$ cat config.mk
export PLATFORM = sky130hd
export DESIGN_NAME = gbn_div
export DESIGN_NICKNAME = d
export VERILOG_FILES = /design/src/rtl/gbn_pkg.sv /design/src/rtl/gbn_div.sv
export SDC_FILE = /design/constraint.sdc
export NUM_CORES = 1
export LEC_CHECK = 0
export BUFFER_PORTS_ARGS = -buffer_cell sky130_fd_sc_hd__buf_4
export CAP_MARGIN = 20
export CORE_MARGIN = 4
export CORE_UTILIZATION = 40
export DETAILED_ROUTE_END_ITERATION = 6
export GPL_ROUTABILITY_DRIVEN = 1
export PLACE_DENSITY = 0.73
export SKIP_CTS_REPAIR_TIMING = 1
export SYNTH_ARGS = -nofsm -noshare
export SYNTH_HDL_FRONTEND = slang
export SYNTH_SLANG_ARGS = --single-unit
$ cat constraint.sdc
create_clock -name clk -period 5.7 [get_ports clk]
set_input_delay 0.57 -clock clk [delete_from_list [all_inputs] [get_ports clk]]
set_output_delay 0.57 -clock clk [all_outputs]
set_load 0.05 [all_outputs]
$ cat src/rtl/gbn_pkg.sv
// ----------------------------------------------------------------------------
// gbn_pkg: shared constants and codes for the Go-Back-N sender window
// Action and kind codes, register reset values, timer constants and widths.
// ----------------------------------------------------------------------------
package gbn_pkg;

  // input item kinds
  localparam logic [1:0] KIND_NEW   = 2'd0;
  localparam logic [1:0] KIND_ACK   = 2'd1;
  localparam logic [1:0] KIND_TIMER = 2'd2;
  localparam logic [1:0] KIND_NONE  = 2'd3;

  // result actions
  localparam logic [2:0] ACT_SEND    = 3'd0;
  localparam logic [2:0] ACT_RETX    = 3'd1;
  localparam logic [2:0] ACT_REFUSED = 3'd2;
  localparam logic [2:0] ACT_IGNORED = 3'd3;
  localparam logic [2:0] ACT_RELEASE = 3'd4;
  localparam logic [2:0] ACT_ENDED   = 3'd5;

  // register file
  localparam logic REG_WINDOW  = 1'b0;
  localparam logic REG_MAXPKT  = 1'b1;
  localparam logic [5:0]  WINDOW_RESET = 6'd63;
  localparam logic [15:0] MAXPKT_RESET = 16'd500;

  // parameter defaults
  localparam int SEQ_SPACE_DEF    = 256;
  localparam int WINDOW_LIMIT_DEF = 63;
  localparam int MAX_RETX_DEF     = 5;

  // field widths
  localparam int TIME_W = 40;
  localparam int TOT_W  = 56;
  localparam int SMP_W  = 16;
  localparam int DEN_W  = 26;
  localparam int TO_W   = 32;

  // timer constants
  localparam logic [8:0]       ACK_END      = 9'd256;
  localparam logic [TO_W-1:0]  TIMER_INIT   = 32'd100000;
  localparam logic [SMP_W-1:0] MIN_SAMPLES  = 16'd10;
  localparam logic [9:0]       US_PER_MS    = 10'd1000;
  localparam logic [10:0]      TIMER_STEP   = 11'd2000;
  // quotient at or above which 2000*(q+1) exceeds 32 bits
  localparam logic [TOT_W-1:0] TIMER_SAT_Q  = 56'd2147483;
  localparam logic [TO_W-1:0]  TIMER_MAX    = 32'hFFFF_FFFF;

endpackage

$ cat src/rtl/gbn_div.sv
// ----------------------------------------------------------------------------
// gbn_div: restoring divider, one quotient bit per cycle
// Divides the RTT total by the sample count times 1000.
// ----------------------------------------------------------------------------
module gbn_div import gbn_pkg::*; (
  input  logic             clk,
  input  logic             rst,
  input  logic             start,
  input  logic [TOT_W-1:0] dividend,
  input  logic [DEN_W-1:0] divisor,
  output logic             done,
  output logic [TOT_W-1:0] quotient
);

  localparam int CNT_W = $clog2(TOT_W + 1);

  logic             busy;
  logic [CNT_W-1:0] cnt;
  logic [DEN_W-1:0] rem;
  logic [TOT_W-1:0] dvd;
  logic [DEN_W:0]   trial;

  assign trial    = {rem, dvd[TOT_W-1]};
  assign quotient = dvd;

  always_ff @(posedge clk) begin
    if (rst) begin
      busy <= 1'b0;
      done <= 1'b0;
      cnt  <= '0;
    end else begin
      done <= busy && (cnt == CNT_W'(1));
      if (start) begin
        busy <= 1'b1;
        cnt  <= CNT_W'(TOT_W);
        rem  <= '0;
        dvd  <= dividend;
      end else if (busy) begin
        // trial subtract, shift the quotient bit in from the right
        if (trial >= {1'b0, divisor}) begin
          rem <= DEN_W'(trial - {1'b0, divisor});
          dvd <= {dvd[TOT_W-2:0], 1'b1};
        end else begin
          rem <= trial[DEN_W-1:0];
          dvd <= {dvd[TOT_W-2:0], 1'b0};
        end
        cnt <= cnt - CNT_W'(1);
        if (cnt == CNT_W'(1)) busy <= 1'b0;
      end
    end
  end

endmodule

# Word level (Yosys, flattened, before mapping)
# Cells that the tools add are included.
# W data, S select, Z words.
word_totals:
  in_bits: 85
  wordCells: 25
  register_bits: 90
classes:
  reduce_logical: 4
  n_bitwise: 1
  n_addsub: 2
  eq_ne: 1
  n_mux: 10
  magnitude_cmp: 1
ops:
  columns: ["op", "n"]
  rows:
  - ["$mux W56", 2]
  - ["$mux W26", 2]
  - ["$ge A27 B26 Y1", 1]
  - ["$sub A26 B26 Y26", 1]
  - ["$mux W6", 2]
  - ["$eq A6 B1 Y1 const B", 1]
  - ["$sub A6 B1 Y6 const B", 1]
  - ["$mux W1", 4]
  - ["$reduce_and A2 Y1", 1]
  - ["$reduce_bool A2 Y1", 1]
  - ["$reduce_or A2 Y1", 1]
  - ["$logic_and A1 B1 Y1", 1]
  - ["$not A1 Y1", 1]

# Longest topological paths before layout
# Gate-level depths: netlist (run 1).
logic_depth:
  ltp_word: 4
  mapped_depth: 12

# Worst setup path before layout (run 1)
# OpenSTA, ideal clock, no wires.
synth_timing:
  kind: "input to register"
  from: "input start"
  to: "register dvd[0] (netlist: quotient[0]) (enable)"
  n_path_buf: 3
  slack_ns: 0.342
  arrival_time_ns: 4.835
  stages: 5
  setup_ns: 0.523
  path_cell_list: "clkbuf_1 > buf_1 > clkbuf_1 > nor2_1 > nor2_1"
synth_via:
  elab_chain_len: 2
synth_lines:
  columns: ["item", "line_no", "rtl"]
  rows:
  - ["start: declaration", "gbn_div.sv:8", "input logic start,"]
  - ["$reduce_bool A2 Y1 (no source line)", null, null]
  - ["$reduce_and A2 Y1 (no source line)", null, null]
  - ["end signal: assignment", "gbn_div.sv:37", "dvd <= dividend;"]
  - ["end signal: assignment", "gbn_div.sv:42", "dvd <= {dvd[TOT_W-2:0], 1'b1};"]
  - ["end signal: assignment", "gbn_div.sv:45", "dvd <= {dvd[TOT_W-2:0], 1'b0};"]
  - ["end: declaration", "gbn_div.sv:20", "logic [TOT_W-1:0] dvd;"]
# No other way between the ends.
# A chain may end at the register's enable or synchronous reset.

# Worst setup path after layout (run 1)
layout_timing:
  from: "input start"
  to: "register dvd[49] (netlist: quotient[49]) (enable)"
# The elaborated chain is that of the path after synthesis.

==> results of run 1 <==
==> flip-flops by register name, summed over array words and instances (netlist names) <==
signal    cells
cnt           6
done          1
rem          26
quotient     56
busy          1
==> path summary, 6_finish.rpt <==
check | to | slack, ps | cells after the start
worst max-delay path | quotient[49] | 2670 | 4
worst min-delay path | cnt[4] | 470 | 2
worst max register to register | rem[22] | 2670 | 12
worst min register to register | cnt[1] | 510 | 2
==> cell usage after synthesis (2+ instances only) <==
library cell / instances / area (um2)
nand2_2: 2 / 12.51
a211oi_1: 4 / 30.03
or2_1: 2 / 12.51
nor3_1: 12 / 60.06
o31ai_1: 2 / 15.01
a21boi_0: 2 / 15.01
xor2_1: 7 / 61.31
inv_1: 33 / 123.9
nand3_1: 25 / 125.1
xnor2_1: 19 / 166.4
edfxtp_1: 82 / 2462
nor4_1: 3 / 18.77
a31oi_1: 3 / 18.77
o21ai_0: 23 / 115.1
o22ai_1: 2 / 12.51
o221ai_1: 2 / 17.52
a211o_1: 4 / 35.03
and3_1: 3 / 18.77
nor2b_1: 4 / 25.02
buf_4: 3 / 22.52
mux2_2: 56 / 630.6
buf_1: 6 / 22.52
o21bai_1: 2 / 15.01
a21oi_1: 49 / 245.2
buf_2: 5 / 25.02
nand2_1: 24 / 90.09
nor2_1: 22 / 82.58
clkbuf_1: 11 / 41.29
nand4_1: 6 / 37.54
dfxtp_1: 8 / 160.2
a21o_1: 11 / 82.58
o21ai_1: 9 / 45.04
o21a_1: 7 / 52.55
ha_1: 28 / 350.3
==> report_power, final <==
group          internal (uW)  leakage, uW  switching (uW)
Combinational            239      0.00185             347
Clock                    339     0.000137             240
Sequential               791     0.000854            32.8
Total                   1370      0.00284             619
==> layer usage <==
layer,GRT usage (%),up-vias,wire length [um]
met5,0,-,0
met4,4.911,0,192
met3,7.247,14,1342
met2,29.17,174,6706
met1,22.68,2133,6064
li1,-,2129,-
==> stage by stage <==
stage | worst slack (ps) | util [%]
after floorplan | 342.1 | -
after detailed placement | 2268 | 50.03
after global routing | 2374 | 52.19
final | 2671 | 52.19
after CTS | 2640 | 52.19
after global placement | 2349 | 50.03
==> area by class of cell <==
cell class	count	share of cell area [%]
Clock inverter	5	0.7934
Sequential cell	90	37.79
Clock buffer	11	3.354
Inverter	33	1.785
Multi-Input combinational cell	354	37.63
Timing Repair Buffer	143	15.47
Tap cell	176	3.173
==> logic make-up after synthesis <==
group | Yosys count | synth area share, %
compound gates | 135 | 15.58
xor+xnor | 26 | 4.171
simple gates | 108 | 9.487
mux | 56 | 11.55
fa+ha+maj | 29 | 6.783
flops | 90 | 48.03
buf+inv | 59 | 4.399
==> critical path: stages <==
cell	delay (ps)
buf_4	770
nor2_1	170
nor2_4	780
buf_4	640
==> results.json, run 1 <==
{
  "rsz0062_at_grt": "false",
  "die_x_um": 124.8,
  "cp-start-kind": "primary input",
  "track_usage_pct": 18.11,
  "boundaryPins": 142,
  "period_needed_ps": 3029,
  "synth_flop_cell": "edfxtp_1",
  "drt-initial-drc-count": 306,
  "multi_input_area_mm2": 0.002611,
  "seq_area_mm2": 0.002623,
  "cts_tree": "built",
  "post-route-period-util_pct": 53.14,
  "grt_pass1_wl_um": 22830,
  "antenna_left": 0,
  "final_common_cell": "buf_4",
  "status": "finished clean",
  "cp-end-kind": "flop",
  "hp-class": "primary input to flop",
  "synthArstFlopShare_pct": 0,
  "die_h_um": 124.8,
  "grt_max_degree": 87,
  "synth_area_mm2": 0.005460,
  "cts_buffers": 9,
  "cts_buffer_depth": 2,
  "cp_max_fo": 86,
  "tightest_slew_ps": 1044,
  "placed_cell_area_mm2": 0.006651,
  "syn_nets": 617,
  "layout_common_cells": "143 x buf_4, 82 x edfxtp_1, 56 x mux2_2",
  "maxSlewViolCount": 0,
  "ys_seq_area_share_pct": 48.03,
  "drc_errors": 0,
  "syn_avg_cell_area_um2": 10.86,
  "n_fill_cell": 1170,
  "nNetsFinal": 745,
  "finalNonFillerCells": 812,
  "num_antenna_cells": 0,
  "synth_cell_types": 56,
  "cp.arrival_ps": 3000,
  "yosys_register_bits": 90,
  "synth_cells": 503,
  "wl_per_cell_um": 17.62,
  "firstDrtPassIters": 5,
  "fmax_mhz": 330.1,
  "power_uw": 1988,
  "leakagePower_uw": 0.002838,
  "vias": 4450,
  "root_buffer": "clkbuf_16",
  "worstSetupPathType": "primary input to flop",
  "ys_warn_count": 0,
  "ctsHtreeMaxLevel": 3,
  "dp_hpwl_um": 10580,
  "fin_area_mm2": 0.006939,
  "synth-edff-count": 82,
  "cts.reportedPaths.clkPinSlew_ps": 70,
  "place_congestion": 0.8817,
  "clock-sinks": 90,
  "clock_latency_ps": 340,
  "hold_ws_ps": 471.0,
  "start_util_pct": 41.07,
  "irDropWorstVdd_uv": 160.9,
  "vias_per_cell": 5.480,
  "tns_ps": 0,
  "dpl.cell_count": 796,
  "timing.rr.start": "quotient[55]",
  "slew_headroom_pct": 30.40,
  "drv_cap": 0,
  "cp_data_required_time_ps": 5670,
  "port-buffer-count": 141,
  "setup_viol": 0,
  "grt_pass1_vias": 4429,
  "wl_um": 14310,
  "antenna_found_initial": 0,
  "clock-skew-final_ps": 8.483,
  "num_rows": 42,
  "startpoint": "start",
  "area_growth_pct": 27.09,
  "core_area_mm2": 0.01330,
  "finalHoldViolCount": 0,
  "die_area_mm2": 0.01558,
  "layout-drive-gt1-share_pct": 34.91,
  "p_per_area_mw_per_mm2": 286.4,
  "min-delay-start": "rst",
  "grt_overflow": 0
}
No activity file was read; power rests on OpenSTA's default activity.
==> run 2, diff against run 1 <==
ABC_AREA = 1   (was unset)
PLACE_DENSITY = 0.72   (was 0.73)
clock period = 2.4 ns   (was 5.7 ns; I/O delays follow)
==> run 2 against run 1 <==
Compared with the run above: via count grew 22%; clock-buffer cell count shrank 1; global-route usage grew 0.73 points; synthesized cell count grew 65%; clock power grew 140%; first-iteration DRC count shrank 21%; sequential power grew 150%; cell count grew 44%; hold slack lost 360 ps; combinational power grew to 3.3 times the previous value; routed wire length grew 7.3%; synthesized area grew 8.5%; critical path type is now flop to flop; largest cell class is now multi-input combinational cells; highest routed layer unchanged.
==> results.json, run 2 <==
{
  "cp_max_fo": 4,
  "synth_area_leader_cell": "edfxtp_1",
  "yosys_register_bits": 90,
  "cp-end-kind": "flop",
  "wl_per_cell_um": 13.16,
  "vias_per_cell": 4.642,
  "cts.reportedPaths.clkPinSlew_ps": 70,
  "syn_avg_cell_area_um2": 7.124,
  "grt_pass1_wl_um": 25120,
  "wl_um": 15340,
  "synth-edff-count": 82,
  "ys_warn_count": 0,
  "die_area_mm2": 0.01683,
  "ys_seq_area_share_pct": 44.25,
  "cp_data_required_time_ps": 2510,
  "synth_top_area_share_pct": 41.55,
  "cp.arrival_ps": 2330,
  "root_buffer": "clkbuf_16",
  "power_uw": 5359,
  "rsz0062_at_grt": "true",
  "drt-initial-drc-count": 243,
  "maxSlewViolCount": 0,
  "synth_area_mm2": 0.005927,
  "start_util_pct": 40.78,
  "syn_nets": 946,
  "port-buffer-count": 141,
  "antenna_left": 0,
  "hp-class": "primary input to flop",
  "synth_cells": 832,
  "setup_ws_ps": 178.3,
  "dp_slack_ps": 116.1,
  "layout-drive-gt1-share_pct": 19.96,
  "num_antenna_cells": 0,
  "firstDrtPassIters": 4,
  "post-route-period-util_pct": 92.57,
  "ys_top_cells_by_count": "373 x nand2_1, 134 x inv_1, 82 x edfxtp_1",
  "period_needed_ps": 2222,
  "nNetsFinal": 1091,
  "core_area_mm2": 0.01453,
  "die_h_um": 129.7,
  "ctsHtreeMaxLevel": 3,
  "synth_flop_cell": "edfxtp_1",
  "clock-sinks": 90,
  "synth_cell_types": 36,
  "p_per_area_mw_per_mm2": 702.6,
  "grt_pass1_vias": 5292,
  "irDropWorstVdd_uv": 394.5,
  "drc_errors": 0,
  "finalNonFillerCells": 1166,
  "status": "finished clean",
  "n_fill_cell": 1445,
  "tightest_slew_ps": 918.5,
  "slew_headroom_pct": 38.77,
  "grt_max_degree": 87,
  "grt_overflow": 0,
  "post-route-util_pct": 52.48,
  "setup_viol": 0,
  "vias": 5413,
  "hold_ws_ps": 107.6,
  "final_common_cell": "nand2_1",
  "worstSetupPathType": "flop to flop",
  "cts_buffers": 9,
  "yosysMostFrequentCell": "nand2_1",
  "place_congestion": 0.9071,
  "largest_reg_flops": 56,
  "antenna_found_initial": 0,
  "leakagePower_uw": 0.004037,
  "clock_latency_ps": 350,
  "fmax_mhz": 450.1,
  "cts_buffer_depth": 2,
  "finalHoldViolCount": 0,
  "dpl.cell_count": 1148,
  "cp-start-kind": "flop",
  "ys_top_cells_by_area": "edfxtp_1 42%, nand2_1 24%, inv_1 8.5%",
  "layout_common_cells": "370 x nand2_1, 152 x buf_4, 134 x inv_1",
  "drv_cap": 0,
  "area_growth_pct": 28.69,
  "boundaryPins": 142,
  "dp_hpwl_um": 11620,
  "track_usage_pct": 18.83,
  "clock-skew-final_ps": 10.26,
  "synthArstFlopShare_pct": 0,
  "num_rows": 44,
  "cts_tree": "built",
  "die_x_um": 129.7
}
[run 2: cell types whose count changed in the layout (fill, tap and decap cells not counted), moves of 12 or more]
cell,change
nand2_1,+346
inv_1,+101
mux2_2,-56
nor2_1,+55
a21oi_1,-35
xnor2_1,-18
o21ai_0,-12
[run 2: cell families after synthesis]
family	after synthesis	synth area share (%)
simple gates	507	34.05
fa+ha+maj	29	6.249
flops	90	44.25
xor+xnor	14	2.069
buf+inv	156	10.20
compound gates	36	3.188
[run 2: layout make-up]
type	count	area (um2)	area share, %
Clock buffer	10	229.0	3.002
Clock inverter	6	50.05	0.6562
Inverter	137	514.2	6.742
Multi-Input combinational cell	586	2820	36.97
Sequential cell	90	2623	34.38
Tap cell	184	230.2	3.018
Timing Repair Buffer	153	1161	15.22
[run 2: path summary, 6_finish.rpt]
| kind | from | end | slack, ps | depth (start not counted) |
|---|---|---|---|---|
| worst max register to register | quotient[55] | rem[18] | 180 | 16 |
| worst min register to register | cnt[4] | cnt[4] | 490 | 2 |
| worst max-delay path | quotient[55] | rem[18] | 180 | 16 |
| worst min-delay path | rst | cnt[3] | 110 | 2 |
[run 2: critical path, cell delays in order (launching register included)]
cell,delay (ps)
edfxtp_1,420
inv_1,70
ha_1,130
inv_1,60
fa_1,390
nand2_1,90
nand2_1,80
nand3b_1,100
nand2_2,100
nand2_1,80
nand2_1,80
nand2_1,110
nand2_1,60
nand2_1,50
nand3_1,60
nand2_1,60
inv_1,30
[run 2: power by group]
| group | switching, uW | internal (uW) |
|---|---|---|
| Clock | 662 | 719 |
| Sequential | 105 | 1950 |
| Combinational | 1240 | 693 |
[run 2: stage by stage]
stage	area [um2]	setup TNS (ps)
after global placement	7224	0
final	7627	0
after CTS	7503	0
after global routing	7627	-20.59
after detailed placement	7224	0
after floorplan	5942	0
[run 2: per-layer routing]
metal / track usage (%) / share of wire [%] / vias to the layer above
met5: 0 / 0 / -
met4: 7.396 / 2.2 / 0
met3: 6.304 / 8.5 / 21
met2: 30.91 / 46 / 141
met1: 22.97 / 43 / 2393
li1: - / - / 2858
==> run 3, diff against run 2 <==
ABC_AREA = unset   (was 1)
CTS_CLUSTER_SIZE = 28   (was unset)
PLACE_DENSITY = 0.73   (was 0.72)
==> run 3 against run 2 <==
Compared with the run above: the flow now finishes with violations (setup timing); die area fell by 7.4%; clock power rose by 4%; flip-flop and latch count unchanged; critical endpoint is now rem[24].
==> results.json, run 3 (synthesis gave the netlist of run 1 again) <==
{
  "status": "complete, but fails checks",
  "violations": "setup timing",
  "tightest_slew_ps": 566.6,
  "cp-end-kind": "flop",
  "critPathBufInv": 2,
  "boundaryPins": 142,
  "path_delay_family": "compound AO/OA/AOI/OAI gates",
  "n_fill_cell": 1037,
  "min-delay-start": "rst",
  "grt_pass1_wl_um": 25320,
  "irDropWorstVdd_uv": 448.4,
  "hp-class": "primary input to flop",
  "seq_area_mm2": 0.002623,
  "grt_overflow": 0,
  "maxSlewViolCount": 0,
  "slowest_stage": "edfxtp_1",
  "drt-initial-drc-count": 393,
  "p_per_area_mw_per_mm2": 643.7,
  "wl_per_cell_um": 18.52,
  "wl_um": 16720,
  "core_area_mm2": 0.01330,
  "fmax_mhz": 371.7,
  "layout_common_cells": "223 x buf_4, 82 x edfxtp_1, 56 x mux2_2",
  "cts_tree": "built",
  "place_congestion": 0.8704,
  "whs_path_depth": 2,
  "setup_viol": 26,
  "drv_cap": 0,
  "clock_latency_ps": 350,
  "nNetsFinal": 836,
  "largest_reg_flops": 56,
  "r2r_end": "rem[24]",
  "grt_max_degree": 83,
  "cp_data_required_time_ps": 2590,
  "cts_buffer_depth": 2,
  "area_growth_pct": 49.31,
  "max_stage_delay_ps": 420,
  "clock-sinks": 90,
  "worstRegToRegCells": 12,
  "finalHoldViolCount": 0,
  "finalNonFillerCells": 903,
  "layout-drive-gt1-share_pct": 51.31,
  "cts_buffers": 9,
  "cts.reportedPaths.clkPinSlew_ps": 70,
  "dp_slack_ps": -325.3,
  "start_util_pct": 41.07,
  "tns_ps": -2319,
  "worstSetupPathType": "flop to flop",
  "leakagePower_uw": 0.003361,
  "multi_input_area_mm2": 0.003083,
  "vias": 4989,
  "grt_pass1_vias": 5146,
  "period_needed_ps": 2690,
  "worstPathCellList": "inv_2 > ha_4 > inv_2 > fa_2 > a21o_1 > a221oi_4 > o21a_1 > o221ai_1 > a21oi_1 > xnor2_1 > o21ai_1 > a21oi_1",
  "hold_ws_ps": 137.7,
  "power_uw": 5248,
  "cp_max_fo": 4,
  "ctsHtreeMaxLevel": 3,
  "cp.arrival_ps": 2880,
  "rsz0062_at_grt": "true",
  "die_h_um": 124.8,
  "dp_hpwl_um": 11680,
  "drc_errors": 0,
  "die_area_mm2": 0.01558,
  "dpl.cell_count": 872,
  "timing.rr.start": "quotient[55]",
  "final_common_cell": "buf_4",
  "clock-skew-final_ps": 7.118,
  "num_antenna_cells": 0,
  "num_rows": 42,
  "slew_headroom_pct": 61.70,
  "vias_per_cell": 5.525,
  "firstDrtPassIters": 7,
  "post-route-period-util_pct": 112.1,
  "track_usage_pct": 19.92,
  "setup_ws_ps": -290.3,
  "whs_endpoint": "cnt[4]",
  "port-buffer-count": 141,
  "antenna_left": 0,
  "antenna_found_initial": 0,
  "root_buffer": "clkbuf_16",
  "die_x_um": 124.8,
  "cp-start-kind": "flop",
  "reg2reg_slack_ps": -290
}
run 3: power breakdown:
part / internal [uW] / switching (uW) / leakage [uW] / total, uW
sequential: 1880 / 85.0 / 0.000854 / 1960
combinational: 862 / 998 / 0.00237 / 1860
clock: 812 / 614 / 0.000139 / 1430
total: 3550 / 1700 / 0.00336 / 5250
run 3: worst max-delay path by stage:
stage	slack (ps)	end	start	cells after the start
3_5_place_dp	-330	rem[24]	quotient[55]	12
4_1_cts	-340	rem[24]	quotient[55]	12
2_1_floorplan	-340	rem[24]	quotient[55]	12
6_report	-290	rem[24]	quotient[55]	12
3_3_place_gp	-220	rem[24]	quotient[55]	12
5_1_grt	-390	rem[24]	quotient[55]	12
run 3: routing by layer:
metal / part of all wire (%) / up-vias / wire length, um / track usage [%]
met2: 49 / 247 / 8201 / 34.22
met4: 2.5 / 0 / 412 / 5.995
li1: - / 2316 / - / -
met1: 38 / 2378 / 6354 / 22.89
met3: 10 / 48 / 1754 / 7.933
met5: 0 / - / 0 / 0
run 3: cell type report:
cell class	count	share of cell area (%)
multi-input combinational	356	37.81
sequential	90	32.17
timing repair buffer	232	22.27
clock buffer	12	2.901
tap	176	2.701
inverter	33	1.519
clock inverter	4	0.6292
run 3: metrics by stage:
step | util, % | instance area (um2)
2_1_floorplan | - | 5549
3_3_place_gp | 54.93 | 7303
3_5_place_dp | 54.93 | 7303
4_1_cts | 57.10 | 7591
5_1_grt | 61.32 | 8153
6_report | 61.32 | 8153
